File: src/rtl/core/tmst_pkg.sv
// Package for the touch message slot tracker.
// Holds the slot record type, widths, register indexes and helpers.
// No dependencies.
`default_nettype none

package tmst_pkg;

    // Number of touch slots held in the cell chain.
    localparam int NUM_SLOTS = 16;

    // Width of a touch id inside the chain, and of slot counters.
    localparam int TID_W = (NUM_SLOTS > 1) ? $clog2(NUM_SLOTS) : 1;
    localparam int CNT_W = $clog2(NUM_SLOTS + 1);

    // Fixed field widths.
    localparam int ID_W     = 8;
    localparam int WORD_W   = 16;
    localparam int CSUM_W   = 24;
    localparam int OUT_TID_W = 4;
    localparam int CFG_IDX_W = 2;

    // Report ids that carry no message.
    localparam logic [ID_W-1:0] RID_NONE_LO = 8'h00;
    localparam logic [ID_W-1:0] RID_NONE_HI = 8'hFF;

    // Offset of the first touch id above the multitouch base id.
    localparam logic [ID_W-1:0] TOUCH_ID_OFFSET = 8'd2;

    // Position of the detect flag in the touch status byte.
    localparam int DETECT_BIT = 7;

    // Configuration register indexes.
    localparam logic [CFG_IDX_W-1:0] CFG_COMMAND_ID = 2'd0;
    localparam logic [CFG_IDX_W-1:0] CFG_MT_FIRST   = 2'd1;
    localparam logic [CFG_IDX_W-1:0] CFG_MT_LAST    = 2'd2;

    // Record kinds on the output.
    localparam logic KIND_TOUCH  = 1'b0;
    localparam logic KIND_STATUS = 1'b1;

    // One slot as it travels along the chain.
    typedef struct packed {
        logic [TID_W-1:0]  tid;
        logic [WORD_W-1:0] x;
        logic [WORD_W-1:0] y;
        logic              active;
    } t_slot;

    // Touch id as it leaves the block: zero extended or cut to four bits.
    function automatic logic [OUT_TID_W-1:0] out_tid(input logic [TID_W-1:0] tid);
        logic [31:0] wide;
        wide = 32'(tid);
        return wide[OUT_TID_W-1:0];
    endfunction

endpackage

`default_nettype wire

File: src/rtl/core/tmst_slot_cell.sv
// One cell of the slot chain: holds a single slot record.
// Depends on tmst_pkg for the slot record type.
`default_nettype none

module tmst_slot_cell (
    input  wire              i_clk,
    input  wire              i_shift,
    input  wire              i_load,
    input  tmst_pkg::t_slot  i_next,
    input  tmst_pkg::t_slot  i_load_data,
    output tmst_pkg::t_slot  o_slot
);

    tmst_pkg::t_slot r_slot;
    tmst_pkg::t_slot n_slot;

    // A direct load wins over taking the neighbor's record.
    always_comb begin
        n_slot = r_slot;
        if (i_load) begin
            n_slot = i_load_data;
        end else if (i_shift) begin
            n_slot = i_next;
        end
    end

    // Slot contents are payload and need no reset.
    always_ff @(posedge i_clk) begin
        r_slot <= n_slot;
    end

    assign o_slot = r_slot;

endmodule

`default_nettype wire

File: src/rtl/core/touch_message_slot_tracker.sv
// Timing: a status record is shown in the cycle after its request; a touch request walks the
// slot chain, which shifts once per held slot past its head cell, before it takes another.
// A batch flush walks the chain for active, then released slots, and waits on output stalls.
// Throughput: one ignored or status request per cycle while the output is not stalled; no
// new request is taken during a chain walk or a flush.
// Reset (synchronous, active low) clears state, config registers, counts, saved status and output valid.
`default_nettype none

module touch_message_slot_tracker (
    input  wire        i_clk,
    input  wire        i_rst_n,
    // Message requests.
    input  wire        i_valid,
    output logic       o_ready,
    input  wire [7:0]  i_msg_id,
    input  wire [7:0]  i_status_byte,
    input  wire [15:0] i_word_a,
    input  wire [15:0] i_word_b,
    input  wire        i_end_of_batch,
    // Result records.
    output logic       o_valid,
    input  wire        i_ready,
    output logic       o_record_kind,
    output logic [3:0] o_finger_id,
    output logic [15:0] o_pos_x,
    output logic [15:0] o_pos_y,
    output logic       o_pressed,
    output logic       o_last_in_run,
    output logic [7:0] o_command_status,
    output logic [23:0] o_config_checksum,
    // Configuration writes.
    input  wire        i_cfg_valid,
    output logic       o_cfg_ready,
    input  wire [1:0]  i_cfg_index,
    input  wire [7:0]  i_cfg_data
);

    localparam int N     = tmst_pkg::NUM_SLOTS;
    localparam int CNT_W = tmst_pkg::CNT_W;
    localparam int TID_W = tmst_pkg::TID_W;

    typedef enum logic [1:0] {
        ST_IDLE,
        ST_SCAN,
        ST_FLUSH_ACT,
        ST_FLUSH_REL
    } t_state;

    // Control registers.
    t_state            r_state, n_state;
    logic [7:0]        r_cmd_id, n_cmd_id;
    logic [7:0]        r_mt_first, n_mt_first;
    logic [7:0]        r_mt_last, n_mt_last;
    logic [CNT_W-1:0]  r_count, n_count;
    logic [CNT_W-1:0]  r_act, n_act;
    logic [CNT_W-1:0]  r_k, n_k;
    logic [CNT_W-1:0]  r_t, n_t;
    logic [CNT_W-1:0]  r_done, n_done;
    logic              r_found, n_found;
    logic              r_eob, n_eob;
    logic              r_out_valid, n_out_valid;
    logic [7:0]        r_saved_status, n_saved_status;
    logic [23:0]       r_saved_csum, n_saved_csum;

    // Payload registers of the current touch request.
    logic [TID_W-1:0]  r_tid, n_tid;
    logic              r_detect, n_detect;
    logic [15:0]       r_wa, n_wa;
    logic [15:0]       r_wb, n_wb;

    // Output record registers.
    logic              r_o_kind, n_o_kind;
    logic [3:0]        r_o_tid, n_o_tid;
    logic [15:0]       r_o_x, n_o_x;
    logic [15:0]       r_o_y, n_o_y;
    logic              r_o_pressed, n_o_pressed;
    logic              r_o_last, n_o_last;
    logic [7:0]        r_o_status, n_o_status;
    logic [23:0]       r_o_csum, n_o_csum;

    // Chain control.
    tmst_pkg::t_slot   w_slot [N];
    tmst_pkg::t_slot   w_head;
    tmst_pkg::t_slot   w_push_data;
    logic              w_shift;
    logic              w_push;
    logic [CNT_W-1:0]  w_push_idx;

    // Request classification.
    logic              w_out_free;
    logic              w_accept;
    logic              w_msg;
    logic              w_is_cmd;
    logic              w_is_touch;
    logic [7:0]        w_start;
    logic [7:0]        w_tid8;
    logic              w_match;

    assign w_head = w_slot[0];

    // Row of slot cells; each cell takes its right neighbor's record on a shift.
    for (genvar i = 0; i < N; i++) begin : g_cell
        tmst_pkg::t_slot w_next;
        logic            w_load;
        if (i == N - 1) begin : g_tail
            assign w_next = w_slot[i];
        end else begin : g_mid
            assign w_next = w_slot[i+1];
        end
        assign w_load = w_push && (w_push_idx == CNT_W'(i));
        tmst_slot_cell u_cell (
            .i_clk       (i_clk),
            .i_shift     (w_shift),
            .i_load      (w_load),
            .i_next      (w_next),
            .i_load_data (w_push_data),
            .o_slot      (w_slot[i])
        );
    end

    // Message decode, valid only in the idle state.
    always_comb begin
        w_start    = r_mt_first + tmst_pkg::TOUCH_ID_OFFSET;
        w_tid8     = i_msg_id - w_start;
        w_msg      = (i_msg_id != tmst_pkg::RID_NONE_LO) &&
                     (i_msg_id != tmst_pkg::RID_NONE_HI);
        w_is_cmd   = w_msg && (i_msg_id == r_cmd_id);
        w_is_touch = w_msg && !w_is_cmd && (i_msg_id >= w_start) &&
                     (i_msg_id <= r_mt_last) && ({1'b0, w_tid8} < 9'(N));
    end

    assign w_out_free = !r_out_valid || i_ready;
    assign o_ready    = (r_state == ST_IDLE) && w_out_free;
    assign w_accept   = i_valid && o_ready;
    assign o_cfg_ready = 1'b1;
    assign w_match    = !r_found && (w_head.tid == r_tid);

    // Next-state logic for the sequencer, chain and output record.
    always_comb begin
        n_state        = r_state;
        n_cmd_id       = r_cmd_id;
        n_mt_first     = r_mt_first;
        n_mt_last      = r_mt_last;
        n_count        = r_count;
        n_act          = r_act;
        n_k            = r_k;
        n_t            = r_t;
        n_done         = r_done;
        n_found        = r_found;
        n_eob          = r_eob;
        n_saved_status = r_saved_status;
        n_saved_csum   = r_saved_csum;
        n_tid          = r_tid;
        n_detect       = r_detect;
        n_wa           = r_wa;
        n_wb           = r_wb;
        n_o_kind       = r_o_kind;
        n_o_tid        = r_o_tid;
        n_o_x          = r_o_x;
        n_o_y          = r_o_y;
        n_o_pressed    = r_o_pressed;
        n_o_last       = r_o_last;
        n_o_status     = r_o_status;
        n_o_csum       = r_o_csum;
        n_out_valid    = r_out_valid && !i_ready;
        w_shift        = 1'b0;
        w_push         = 1'b0;
        w_push_idx     = r_count - 1'b1;
        w_push_data    = w_head;

        // Register writes; an index beyond the list is ignored.
        if (i_cfg_valid) begin
            unique case (i_cfg_index)
                tmst_pkg::CFG_COMMAND_ID: n_cmd_id   = i_cfg_data;
                tmst_pkg::CFG_MT_FIRST:   n_mt_first = i_cfg_data;
                tmst_pkg::CFG_MT_LAST:    n_mt_last  = i_cfg_data;
                default: ;
            endcase
        end

        unique case (r_state)
            ST_IDLE: begin
                if (w_accept) begin
                    n_eob    = i_end_of_batch;
                    n_tid    = w_tid8[TID_W-1:0];
                    n_detect = i_status_byte[tmst_pkg::DETECT_BIT];
                    n_wa     = i_word_a;
                    n_wb     = i_word_b;
                    n_k      = '0;
                    n_done   = '0;
                    n_found  = 1'b0;
                    if (w_is_cmd) begin
                        n_saved_status = i_status_byte;
                        n_saved_csum   = {i_word_b[7:0], i_word_a};
                        n_out_valid    = 1'b1;
                        n_o_kind       = tmst_pkg::KIND_STATUS;
                        n_o_tid        = '0;
                        n_o_x          = '0;
                        n_o_y          = '0;
                        n_o_pressed    = 1'b0;
                        n_o_last       = 1'b1;
                        n_o_status     = i_status_byte;
                        n_o_csum       = {i_word_b[7:0], i_word_a};
                    end
                    if (w_is_touch) begin
                        n_state = ST_SCAN;
                    end else if (i_end_of_batch) begin
                        n_state = ST_FLUSH_ACT;
                    end
                end
            end

            ST_SCAN: begin
                if (r_k != r_count) begin
                    // Walk every held slot past the head and back to the tail.
                    w_shift    = 1'b1;
                    w_push     = 1'b1;
                    w_push_idx = r_count - 1'b1;
                    n_k        = r_k + 1'b1;
                    if (w_match) begin
                        n_found = 1'b1;
                        if (r_detect) begin
                            w_push_data = '{tid: r_tid, x: r_wa, y: r_wb, active: 1'b1};
                            if (!w_head.active) begin
                                n_act = r_act + 1'b1;
                            end
                        end else begin
                            w_push_data.active = 1'b0;
                            if (w_head.active) begin
                                n_act = r_act - 1'b1;
                            end
                        end
                    end
                end else begin
                    // A new finger takes the next free slot, if there is one.
                    if (!r_found && r_detect && (r_count != CNT_W'(N))) begin
                        w_push      = 1'b1;
                        w_push_idx  = r_count;
                        w_push_data = '{tid: r_tid, x: r_wa, y: r_wb, active: 1'b1};
                        n_count     = r_count + 1'b1;
                        n_act       = r_act + 1'b1;
                    end
                    n_k     = '0;
                    n_done  = '0;
                    n_state = r_eob ? ST_FLUSH_ACT : ST_IDLE;
                end
            end

            ST_FLUSH_ACT: begin
                if (r_k != r_count) begin
                    // Report active slots; the chain order is kept intact.
                    if (!w_head.active || w_out_free) begin
                        w_shift    = 1'b1;
                        w_push     = 1'b1;
                        w_push_idx = r_count - 1'b1;
                        n_k        = r_k + 1'b1;
                        if (w_head.active) begin
                            n_done      = r_done + 1'b1;
                            n_out_valid = 1'b1;
                            n_o_kind    = tmst_pkg::KIND_TOUCH;
                            n_o_tid     = tmst_pkg::out_tid(w_head.tid);
                            n_o_x       = w_head.x;
                            n_o_y       = w_head.y;
                            n_o_pressed = 1'b1;
                            n_o_last    = (CNT_W'(r_done + 1'b1) == r_act) &&
                                          (r_count == r_act);
                            n_o_status  = '0;
                            n_o_csum    = '0;
                        end
                    end
                end else begin
                    n_k     = '0;
                    n_done  = '0;
                    n_t     = r_count;
                    n_state = ST_FLUSH_REL;
                end
            end

            ST_FLUSH_REL: begin
                if (r_k != r_count) begin
                    // Report released slots and drop them; active ones close up in order.
                    if (w_head.active || w_out_free) begin
                        w_shift = 1'b1;
                        n_k     = r_k + 1'b1;
                        if (w_head.active) begin
                            w_push     = 1'b1;
                            w_push_idx = r_t - 1'b1;
                        end else begin
                            n_t         = r_t - 1'b1;
                            n_done      = r_done + 1'b1;
                            n_out_valid = 1'b1;
                            n_o_kind    = tmst_pkg::KIND_TOUCH;
                            n_o_tid     = tmst_pkg::out_tid(w_head.tid);
                            n_o_x       = w_head.x;
                            n_o_y       = w_head.y;
                            n_o_pressed = 1'b0;
                            n_o_last    = (CNT_W'(r_done + 1'b1) ==
                                           CNT_W'(r_count - r_act));
                            n_o_status  = '0;
                            n_o_csum    = '0;
                        end
                    end
                end else begin
                    n_count = r_t;
                    n_state = ST_IDLE;
                end
            end

            default: n_state = ST_IDLE;
        endcase
    end

    // State, control and registered outputs.
    always_ff @(posedge i_clk) begin
        if (!i_rst_n) begin
            r_state        <= ST_IDLE;
            r_cmd_id       <= '0;
            r_mt_first     <= '0;
            r_mt_last      <= '0;
            r_count        <= '0;
            r_act          <= '0;
            r_k            <= '0;
            r_t            <= '0;
            r_done         <= '0;
            r_found        <= 1'b0;
            r_eob          <= 1'b0;
            r_out_valid    <= 1'b0;
            r_saved_status <= '0;
            r_saved_csum   <= '0;
        end else begin
            r_state        <= n_state;
            r_cmd_id       <= n_cmd_id;
            r_mt_first     <= n_mt_first;
            r_mt_last      <= n_mt_last;
            r_count        <= n_count;
            r_act          <= n_act;
            r_k            <= n_k;
            r_t            <= n_t;
            r_done         <= n_done;
            r_found        <= n_found;
            r_eob          <= n_eob;
            r_out_valid    <= n_out_valid;
            r_saved_status <= n_saved_status;
            r_saved_csum   <= n_saved_csum;
        end
        r_tid       <= n_tid;
        r_detect    <= n_detect;
        r_wa        <= n_wa;
        r_wb        <= n_wb;
        r_o_kind    <= n_o_kind;
        r_o_tid     <= n_o_tid;
        r_o_x       <= n_o_x;
        r_o_y       <= n_o_y;
        r_o_pressed <= n_o_pressed;
        r_o_last    <= n_o_last;
        r_o_status  <= n_o_status;
        r_o_csum    <= n_o_csum;
    end

    assign o_valid           = r_out_valid;
    assign o_record_kind     = r_o_kind;
    assign o_finger_id       = r_o_tid;
    assign o_pos_x           = r_o_x;
    assign o_pos_y           = r_o_y;
    assign o_pressed         = r_o_pressed;
    assign o_last_in_run     = r_o_last;
    assign o_command_status  = r_o_status;
    assign o_config_checksum = r_o_csum;

endmodule

`default_nettype wire
File: config.mk
export PLATFORM = sky130hd
export DESIGN_NAME = touch_message_slot_tracker
export DESIGN_NICKNAME = d
export VERILOG_FILES = /design/src/rtl/core/tmst_pkg.sv /design/src/rtl/core/tmst_slot_cell.sv /design/src/rtl/core/touch_message_slot_tracker.sv
export SDC_FILE = /design/constraint.sdc
export NUM_CORES = 1
export LEC_CHECK = 0
export BUFFER_PORTS_ARGS = -buffer_cell sky130_fd_sc_hd__buf_2
export CORE_MARGIN = 2
export CORE_UTILIZATION = 45
export CTS_CLUSTER_SIZE = 28
export DETAILED_ROUTE_END_ITERATION = 12
export GPL_TIMING_DRIVEN = 1
export PLACE_DENSITY = 0.68
export SLEW_MARGIN = 20
export SYNTH_ARGS = -nofsm -noshare
export SYNTH_HDL_FRONTEND = slang
export SYNTH_SLANG_ARGS = --single-unit
File: constraint.sdc
create_clock -name i_clk -period 7 [get_ports i_clk]
set_clock_uncertainty 0.2 [all_clocks]
set_input_delay 0.7 -clock i_clk [delete_from_list [all_inputs] [get_ports i_clk]]
set_output_delay 0.7 -clock i_clk [all_outputs]
set_load 0.005 [all_outputs]
# After elaboration in Yosys (flattened, before gate mapping)
# Cells that the tools add are included.
# totals
ff_bits	754
input_bits	64
out_inout_bits	74
# classes
mux	170
eq_ne	48
reduce_logical	73
n_addsub	10
n_lt_le_gt_ge	3
# ops
operator	n
$mux 37	34
$mux 16	14
$mux 24	8
$mux 5	31
$pmux 16 s3	2
$pmux 24 s3	1
$mux 8	8
$mux 1	41
$eq 5x4->1 const B	8
$pmux 5 s4	2
$reduce_bool 2->1	19
$mux 36	1
$mux 4	8
$pmux 5 s2	3
$logic_and 1x1->1	29
$ne 2x2->1 const B	14
$pmux 8 s3	1
$add 5x1->5 const B	4
$eq 5x3->1 const B	4
$pmux 1 s3	6
$eq 5x5->1	3
$reduce_and 5->1	3
$sub 5x1->5 const B	3
$mux 2	7
other kinds (31)	50

# Longest topological paths before layout
# depth
word_depth	11
depth_mapped	13
depth_no_buf	11

# By module
# Synthesis repeated with hierarchy kept, for this count alone.
# hier_totals
hier_cells	2070
hier_area_um2	35099.9
# modules_own_cells
mod	area_per_inst_um2	cells_per_inst	seq_area_each_um2	n_inst
tmst_slot_cell	1644.1	79	1111.1	16
touch_message_slot_tracker	8794.7	806	4324.1	1

# Least setup slack after synthesis
# No wires, ideal clock.
# synth_timing
path_kind	reg2reg
start	reg r_count[0]
end	reg g_cell[15].u_cell.r_slot, in the netlist g_cell[15].u_cell.o_slot[0] (enable)
synth_period_minus_slack_ns	6.396
arrival_ns	5.671
required_time_ns	6.276
slack_ns	0.604
path_stages_with_launch	10
cell_sequence	dfxtp_1 -> buf_2 -> inv_1 -> ha_1 -> or3b_2 -> a31oi_1 -> o311ai_0 -> a211oi_1 -> o211ai_1 -> nor4_1
# synth_via
elab_chain_cells	7
# synth_lines
element	line	source
start: declaration	touch_message_slot_tracker.sv:54	logic [CNT_W-1:0] r_count, n_count;
start signal: assignment	touch_message_slot_tracker.sv:335	r_count <= n_count;
$sub 5x1->5 / $ne 5x5->1 (equally long branches)	--	
$mux 5 / $logic_and 1x1->1 (equally long branches)	touch_message_slot_tracker.sv:285, touch_message_slot_tracker.sv:236	
$mux 5 (on tied branches)	touch_message_slot_tracker.sv:282, touch_message_slot_tracker.sv:236	
$mux 5 (on tied branches)	touch_message_slot_tracker.sv:280, touch_message_slot_tracker.sv:214	
$pmux 5 s2	touch_message_slot_tracker.sv:181	unique case (r_state)
$eq 5x4->1	touch_message_slot_tracker.sv:110	assign w_load = w_push && (w_push_idx == CNT_W'(i));
$logic_and 1x1->1 *	touch_message_slot_tracker.sv:110	
named net g_cell[15].u_cell.i_load	tmst_slot_cell.sv:8	input wire i_load,
end signal: assignment	tmst_slot_cell.sv:29	r_slot <= n_slot;
end: declaration	tmst_slot_cell.sv:14	tmst_pkg::t_slot r_slot;
# The timed path passes the listed nets; every way through them passes the cells marked *.
# A chain may end at the register's enable or synchronous reset.

# Worst setup path after layout
# layout_timing
start	reg r_count[3]
end	reg g_cell[5].u_cell.r_slot, in the netlist g_cell[5].u_cell.o_slot[16] (enable)
# layout_via
elab_chain_cells	8
# layout_lines
element	line
$sub 5x1->5 / $ne 5x5->1 (equally long branches)	--
$mux 5 / $logic_and 1x1->1 (equally long branches)	touch_message_slot_tracker.sv:285, touch_message_slot_tracker.sv:236
$mux 5 (on tied branches)	touch_message_slot_tracker.sv:282, touch_message_slot_tracker.sv:236
$mux 5 (on tied branches)	touch_message_slot_tracker.sv:280, touch_message_slot_tracker.sv:214
$pmux 5 s2	touch_message_slot_tracker.sv:181
$eq 5x3->1	touch_message_slot_tracker.sv:110
$logic_and 1x1->1	touch_message_slot_tracker.sv:110
$reduce_bool 2->1 (no line) *	--
end signal: assignment	tmst_slot_cell.sv:29
end: declaration	tmst_slot_cell.sv:14
# Mark *: on every way between the ends. The rest lies on a longest branch, timed or not.

==> results.json <==
{
  "status": "completed",
  "cts_buffers": 81,
  "synth_ff_type": "edfxtp_1",
  "crit_path_end_kind": "register",
  "antenna_found_initial": 0,
  "fmax_mhz": 184,
  "startpoint": "r_count[3]$_SDFFE_PN0P_",
  "synth_nets": 2153,
  "ant_nets": 0,
  "clkTransAtPathRegs_ns": 0.06,
  "die_w_um": 276,
  "grt_pass1_vias": 17777,
  "cp_max_fo": 38,
  "grt_util_met1": 0.248,
  "most-common-layout-cells": "700 x edfxtp_1, 568 x mux2_2, 136 x buf_2",
  "arrival_ns": 5.48,
  "worst_skew_pair.late_latency_ns": 0.62,
  "area_growth_pct": 12.8,
  "synth.avg_cell_area_sq_um": 16.2,
  "ys_seq_elements": 754,
  "synth_edf_count": 700,
  "max_slew_margin": 0.303,
  "clk_path_buf_depth": 3,
  "min_path_type": "primary input to register",
  "core_sq_um": 73200,
  "wl_um": 64200,
  "rows": 99,
  "synth.distinct_cells": 73,
  "ys_warn_count": 0,
  "cts_setup_buffers": 0,
  "critPathLaunchType": "register",
  "vdd_drop_max_v": 0.000179,
  "final_common_cell": "edfxtp_1",
  "grt_remaining_overflow": 0,
  "drt_iter0_drc": 1214,
  "slowest_stage": "or4_2",
  "utilization": 0.514,
  "wl_per_cell_um": 20.2,
  "htree_levels": 3,
  "ios": 138,
  "dpl.cell_count": 3036,
  "worstPathCellList": "xor2_1 -> nor4_4 -> a2111oi_0 -> a211oi_1 -> o211ai_1 -> or4_2 -> nand2_2",
  "via_per_inst": 5.38,
  "port_buffers": 136,
  "min_from": "i_word_b[12]",
  "worst_pin_slew_ns": 1.05,
  "p_per_area_nw_per_um2": 278,
  "synthArstFlopShare": 0,
  "syn_area_sq_um": 33300,
  "synthesis.instances": 2054,
  "worst-path-buf-inv": 0,
  "drc": 0,
  "holdWs_ns": 0.0567,
  "nets": 2259,
  "max-cap-violations": 0,
  "r2r-start": "r_count[3]$_SDFFE_PN0P_",
  "clock-sinks": 754,
  "setup_tns_ns": 0,
  "die_h_um": 276,
  "finalSetupViolations": 0,
  "initial_core_util": 0.455,
  "rsz0062_at_grt": "no",
  "cp.depth": 7,
  "hold_buffers": 0,
  "drive_gt1_frac": 0.407,
  "min_period_ns": 5.44,
  "fill_cells": 5888,
  "met2_usage": 0.259,
  "die_area_sq_um": 76300,
  "grt_use_total": 0.169,
  "crit_family": "simple AND/OR/NAND/NOR gates",
  "seq_area_frac_synth": 0.663,
  "hpwlAfterDp_um": 41500,
  "num_vias": 17100,
  "use_met3": 0.0303,
  "cts_tree": "yes",
  "p_leak_nw": 12.9,
  "top_usage_layer": "met2",
  "ctsResizeCount": 0,
  "grt_pass1_wl_um": 103000,
  "place.gp.congestion": 0.787,
  "drt_pre_antenna_iters": 5,
  "hold_viol": 0,
  "finalCritPeriodShare": 0.777,
  "max_stage_delay_ns": 1.14,
  "reg2reg_depth": 7,
  "clock_tree.root_cell": "clkbuf_16",
  "holdPathStages": 1,
  "final_cells": 3181,
  "antenna_cells": 0,
  "path_class": "register to register",
  "final-max-slew-violation-count": 0,
  "grt_max_degree": 69,
  "crit_required_ns": 7.04
}
-- synthesized netlist by cell type (all sizes together), types with 3 or more instances --
cell type	count	area share
xor2	28	0.0078
nand2b	16	0.0030
buf	97	0.015
dfxtp	54	0.032
clkbuf	39	0.0044
clkinv	3	0.00034
ha	33	0.012
xnor2	25	0.0066
nor2b	43	0.0081
a211oi	8	0.0018
mux2i	34	0.010
a21o	6	0.0014
o21ai	25	0.0041
o21a	7	0.0016
o211ai	4	0.00090
nand2	35	0.0039
nor2	69	0.0078
and2	40	0.0075
edfxtp	700	0.63
a21oi	33	0.0050
nand3	13	0.0020
a2111oi	4	0.0011
nand4	20	0.0038
inv	30	0.0034
a22oi	5	0.0011
nor4	15	0.0033
mux2	592	0.20
and3	5	0.00094
nand3b	5	0.0011
a32o	3	0.00090
o22ai	6	0.0013
or4	4	0.0010
nor3	9	0.0014
a31oi	7	0.0013
-- sequential cells by signal (all words and copies together) (netlist names), 2 cells and up --
signal and count:
g_cell.u_cell.o_slot 592, o_command_status 8, o_config_checksum 24, o_finger_id 4, o_pos_x 16, o_pos_y 16, r_act 5, r_cmd_id 8
r_count 5, r_done 5, r_k 5, r_mt_first 8, r_mt_last 8, r_state 2, r_t 5, r_tid 4
r_wa 16, r_wb 16
-- final timing paths --
check | end | slack, ns
max | g_cell[5].u_cell.o_slot[16]$_DFFE_PP_ | 1.56
min | r_wb[12]$_DFFE_PP_ | 0.06
max reg2reg | g_cell[5].u_cell.o_slot[16]$_DFFE_PP_ | 1.56
min reg2reg | r_found$_SDFFE_PN0P_ | 0.30
-- final cells by class --
| cell class | instances | area, sq um | share of cell area |
|---|---|---|---|
| inverter | 33 | 125 | 0.00333 |
| sequential | 754 | 22100 | 0.588 |
| clock buffer | 92 | 2140 | 0.0569 |
| timing repair buffer | 159 | 853 | 0.0227 |
| clock inverter | 53 | 619 | 0.0165 |
| tap | 959 | 1200 | 0.0319 |
| multi-input combinational | 1131 | 10600 | 0.281 |
-- report_power, final --
group	internal (W)	switching, W
clock network	0.00262	0.00177
registers	0.00519	0.0000723
logic	0.000266	0.000521
-- worst register-to-register path, cell delays in order (launching register included) --
cell and delay (ns):
dfxtp_1 0.64, xor2_1 0.22, nor4_4 0.85, a2111oi_0 0.24, a211oi_1 0.46, o211ai_1 0.46, or4_2 1.14, nand2_2 0.85
-- metal layers --
metal  share of wire  vias up
met2            0.45      315
met3           0.045       87
met1            0.49     8619
met4           0.019        0
li1                -     8079
met5               0        -
-- per-stage QoR --
step | setup slack (ns) | area, sq um | total power [W]
after detailed placement | 1.64 | 34800 | 0.00616
after global routing | 1.27 | 37600 | 0.0108
final | 1.56 | 37600 | 0.0104
after CTS | 1.62 | 37600 | 0.0106
after floorplan | 0.604 | 33300 | 0.00582
after global placement | 1.68 | 34800 | 0.00613
-- kinds of logic (layout without fill, tap and decap cells) --
| kind of cell | Yosys count | count (layout) | synth area share |
|---|---|---|---|
| AND/OR/NAND/NOR | 286 | 286 | 0.0466 |
| flip-flops | 754 | 754 | 0.663 |
| multiplexers | 626 | 626 | 0.212 |
| other | 1 | 1 | 0.000112 |
| buffers and inverters | 169 | 337 | 0.0233 |
| XOR/XNOR | 54 | 54 | 0.0150 |
| adder cells (fa/ha/maj) | 35 | 35 | 0.0136 |
| AO/OA/AOI/OAI | 129 | 129 | 0.0261 |
Power figures use the tool's default switching activity.
